<file path="config.mk">
export PLATFORM = sky130hd
export DESIGN_NAME = dna2p_decode
export DESIGN_NICKNAME = d
export VERILOG_FILES = /design/src/rtl/dna2p_pkg.sv /design/src/rtl/dna2p_decode.sv
export SDC_FILE = /design/constraint.sdc
export NUM_CORES = 1
export LEC_CHECK = 0
export ABC_CLOCK_PERIOD_IN_PS = 5000
export BUFFER_PORTS_ARGS = -buffer_cell sky130_fd_sc_hd__buf_2
export CORE_ASPECT_RATIO = 1.1
export CORE_UTILIZATION = 39
export DETAILED_ROUTE_END_ITERATION = 7
export PLACE_DENSITY = 0.61
export SLEW_MARGIN = 20
export SYNTH_ARGS = -nofsm -noshare
export SYNTH_HDL_FRONTEND = slang
export SYNTH_SLANG_ARGS = --single-unit
</file>
<file path="constraint.sdc">
create_clock -name vclk -period 5
set_input_delay 0.5 -clock vclk [all_inputs]
set_output_delay 0.5 -clock vclk [all_outputs]
set_load 0.03 [all_outputs]
</file>
<file path="src/rtl/dna2p_pkg.sv">
// Shared definitions for the 2-bit packed base store.
// Item mode codes, result status codes and the per-lane read descriptor.
// No dependencies.
`timescale 1ns / 1ps

package dna2p_pkg;

    localparam logic [1:0] MODE_APPEND = 2'd0;
    localparam logic [1:0] MODE_READ   = 2'd1;
    localparam logic [1:0] MODE_CLEAR  = 2'd2;

    localparam logic [1:0] ST_OK    = 2'd0;
    localparam logic [1:0] ST_FULL  = 2'd1;
    localparam logic [1:0] ST_RANGE = 2'd2;

    localparam int LANES = 4;

    // One image position of a packed byte: which bank feeds it, whether it
    // is complemented, and whether it lies inside the image.
    typedef struct packed {
        logic [1:0] bank;
        logic       comp;
        logic       live;
    } lane_t;

endpackage

</file>
<file path="src/rtl/dna2p_decode.sv">
// Read address decode: maps the four image positions of a packed byte onto
// store rows and banks. Uses dna2p_pkg (lane_t).
`timescale 1ns / 1ps

module dna2p_decode #(
    parameter int CW  = 17,
    parameter int PW  = 18,
    parameter int BAW = 14
) (
    input  logic [CW-1:0]                        fwd_len,
    input  logic                                 rev,
    input  logic                                 is_read,
    input  logic [14:0]                          byte_index,
    output logic [dna2p_pkg::LANES-1:0][BAW-1:0] bank_addr,
    output dna2p_pkg::lane_t [dna2p_pkg::LANES-1:0] lanes,
    output logic                                 in_range
);

    logic [PW-1:0] fwd;
    logic [PW-1:0] total;
    logic [PW-1:0] start;
    logic [PW-1:0] rev_top;
    logic [dna2p_pkg::LANES-1:0][BAW-1:0] row;

    assign fwd      = PW'(fwd_len);
    assign total    = rev ? (fwd << 1) : fwd;
    assign start    = PW'({byte_index, 2'b00});
    assign rev_top  = (fwd << 1) - PW'(1);
    assign in_range = start < total;

    always_comb
    begin
        logic [PW-1:0] p;
        logic [PW-1:0] a;
        for (int k = 0; k < dna2p_pkg::LANES; k++)
        begin
            p             = start + PW'(k);
            lanes[k].live = is_read && (p < total);
            lanes[k].comp = p >= fwd;
            a             = lanes[k].comp ? (rev_top - p) : p;
            lanes[k].bank = a[1:0];
            row[k]        = a[BAW+1:2];
        end
    end

    // Needed addresses sit in a window of four, so each bank sees one row.
    always_comb
    begin
        for (int b = 0; b < dna2p_pkg::LANES; b++)
        begin
            bank_addr[b] = '0;
            for (int k = dna2p_pkg::LANES - 1; k >= 0; k--)
            begin
                if (lanes[k].live && (lanes[k].bank == 2'(b)))
                begin
                    bank_addr[b] = row[k];
                end
            end
        end
    end

endmodule

</file>
==> metrics <==
Critical Path End Type output port; Post-Syn Nets 703; Fin. Hold Viols 0; Initial Utilization 0.405; Seq cells 0; slowest stage cell, crit path ha_1; CP delay by family, top compound AO/OA/AOI/OAI gates; Yosys top cell by area ha_1; syn avg cell area 6.85 sq um; post-route DRC violation count 0; CTS Hold Bufs 0; Ports 107; Detailed Route Iter0 Violations 499; gp weighted congestion 0.999; nets@finish 797; diodes inserted 0; CORE AREA 10400 sq um; largest cells by area after synthesis ha_1 15%, xnor2_1 8.7%, a21oi_1 7.3%; initial antenna violation count 0; Slew @ Worst Pin 0.658 ns; power per cell area 194 nW/um^2; WP data required 4.50 ns; final wirelength 18.4 mm; Final Cycle Share 0.924; crit-path most repeated cell nand2_1; P_sw 648 uW; unrepaired setup endpoints after global routing no; first drt pass iteration count 6; vias in the first global route 5052; fmax 216 MHz; CP startpoint kind input port; GRT Total Usage 0.317; die area 11300 sq um; yosys warns 0; Critical Path AT 4.12 ns; final std cells w/o fill 852; fraction of layout cells with a size suffix above 1 0.236; post-cts sizing count 0; area grow syn2layout 17.3%; wire per inst 21.6 microns; slowest stage delay, CP 0.36 ns; Sw Ratio 0.673; status complete, no violations; Cell Area, Placed 4950 sq um; DR vias 5358; Max Cap Violations 0; Slew Viols, Final 0; Die Ht 111 microns; maximum VDD drop 0.0000947 V; PortBufs 107; Final setup viols 0; Crit Path Class in -> out; global route overflow 0; global-route wire length before repair 27.7 mm; Slew HR 0.557; crit path cell chain buf_2 -> nor3_1 -> and3_1 -> nand2_1 -> nor4_1 -> buf_4 -> nand2_1 -> nor2_1 -> xnor2_1 -> ha_1 -> a21oi_1 -> nand2_1 -> o41ai_2 -> o21ai_0 -> xor2_1 -> a221oi_1 -> a21oi_1 -> buf_2; routed vias/inst 6.29; die width 101 microns; clock share of power 0; clk_buf instances 0; cell area after synthesis 4220 sq um; Yosys top cell area share 0.151; sequential share of power 0; Logic pwr share 1.000; row cnt 39; CP bufs+invs 3; total power 963 uW; Finished Cell Area 4950 sq um; Reg area 0 sq um; Synth Instances 617; ANT nets after route 0; hold slack 1.47 ns; hold crit path type in -> out; Unique masters post-synth 72; setup bufs post-CTS 0; DP HPWL 14.6 mm; Int Power 315 uW; Tmin final 4.62 ns; Static Leak 2.30 nW; peak fanout along the critical path 7; largest net degree at the start of global routing 22; placed cell count 852; Seq/Total Area, Yosys 0; total negative slack 0 ns
==> final timing paths <==
path | from | end | slack, ns | cells past startpoint
setup / recovery | fwd_len[2] | bank_addr[27] | 0.38 | 18
hold / removal | byte_index[13] | bank_addr[13] | 1.47 | 4
==> cells in the final DEF (no fill, tap or decap), types with 7 or more instances in the layout <==
cell        n
o21ai_0    28
a21oi_1    62
nand4_1     8
nand2_1    38
o21a_1      7
a221oi_1   26
inv_1      42
and2_1      7
xor2_1     14
nor2_1     41
xnor2_1    42
nor3_1     16
a22oi_1     9
mux2i_1    19
a211oi_1   13
a221o_1     7
buf_2     107
buf_4      30
a21o_1      7
ha_1       51
a31oi_1     7
nand3_1    22
nor4_1     10
and3_1      8
==> power by group through the flow <==
stage | logic [mW] | clock network [mW] | registers, mW
after floorplan | 0.664 | 0 | 0
after global placement | 0.933 | 0 | 0
after detailed placement | 0.939 | 0 | 0
after CTS | 0.944 | 0 | 0
after global routing | 1.02 | 0 | 0
final | 0.963 | 0 | 0
==> metrics by stage <==
stage | utilization | setup slack, ns
after floorplan | - | 0.395
after global placement | 0.474 | 0.337
after detailed placement | 0.474 | 0.265
after CTS | 0.474 | 0.265
after global routing | 0.474 | 0.0321
final | 0.474 | 0.378
==> area by class of cell <==
class,instances,area (sq um)
fill,1136,5490
inverter,46,173
multi-input combinational,526,3840
tap,143,179
timing repair buffer,137,761
==> cell usage after synthesis, types with 7 or more instances <==
library cell  instances
a21oi_1              62
ha_1                 51
inv_1                42
xnor2_1              42
nor2_1               41
nand2_1              38
clkbuf_1             28
o21ai_0              28
a221oi_1             26
nand3_1              22
mux2i_1              19
nor3_1               16
xor2_1               14
a211oi_1             13
nor4_1               10
a22oi_1               9
buf_2                 9
and3_1                8
nand4_1               8
a21o_1                7
a221o_1               7
a31oi_1               7
and2_1                7
o21a_1                7
==> tightest hold or removal path: stages <==
cell	delay, ns
buf_2	0.16
nand2_1	0.06
o21ai_0	0.07
buf_2	0.18
==> routing by layer <==
layer  GRT usage  routed length [microns]
met1       0.430                     7900
met2       0.512                     8310
met3      0.0366                     1480
met4       0.110                      731
met5           0                        0
==> kinds of logic (layout without fill, tap and decap cells) <==
family          Yosys count  in the layout  synth area share
compound gates          217            217             0.366
simple gates            177            177             0.211
buf+inv                  91            183            0.0924
xor+xnor                 56             56             0.116
fa+ha+maj                52             52             0.156
mux                      24             24            0.0584
(Power assumes the default switching activity.)
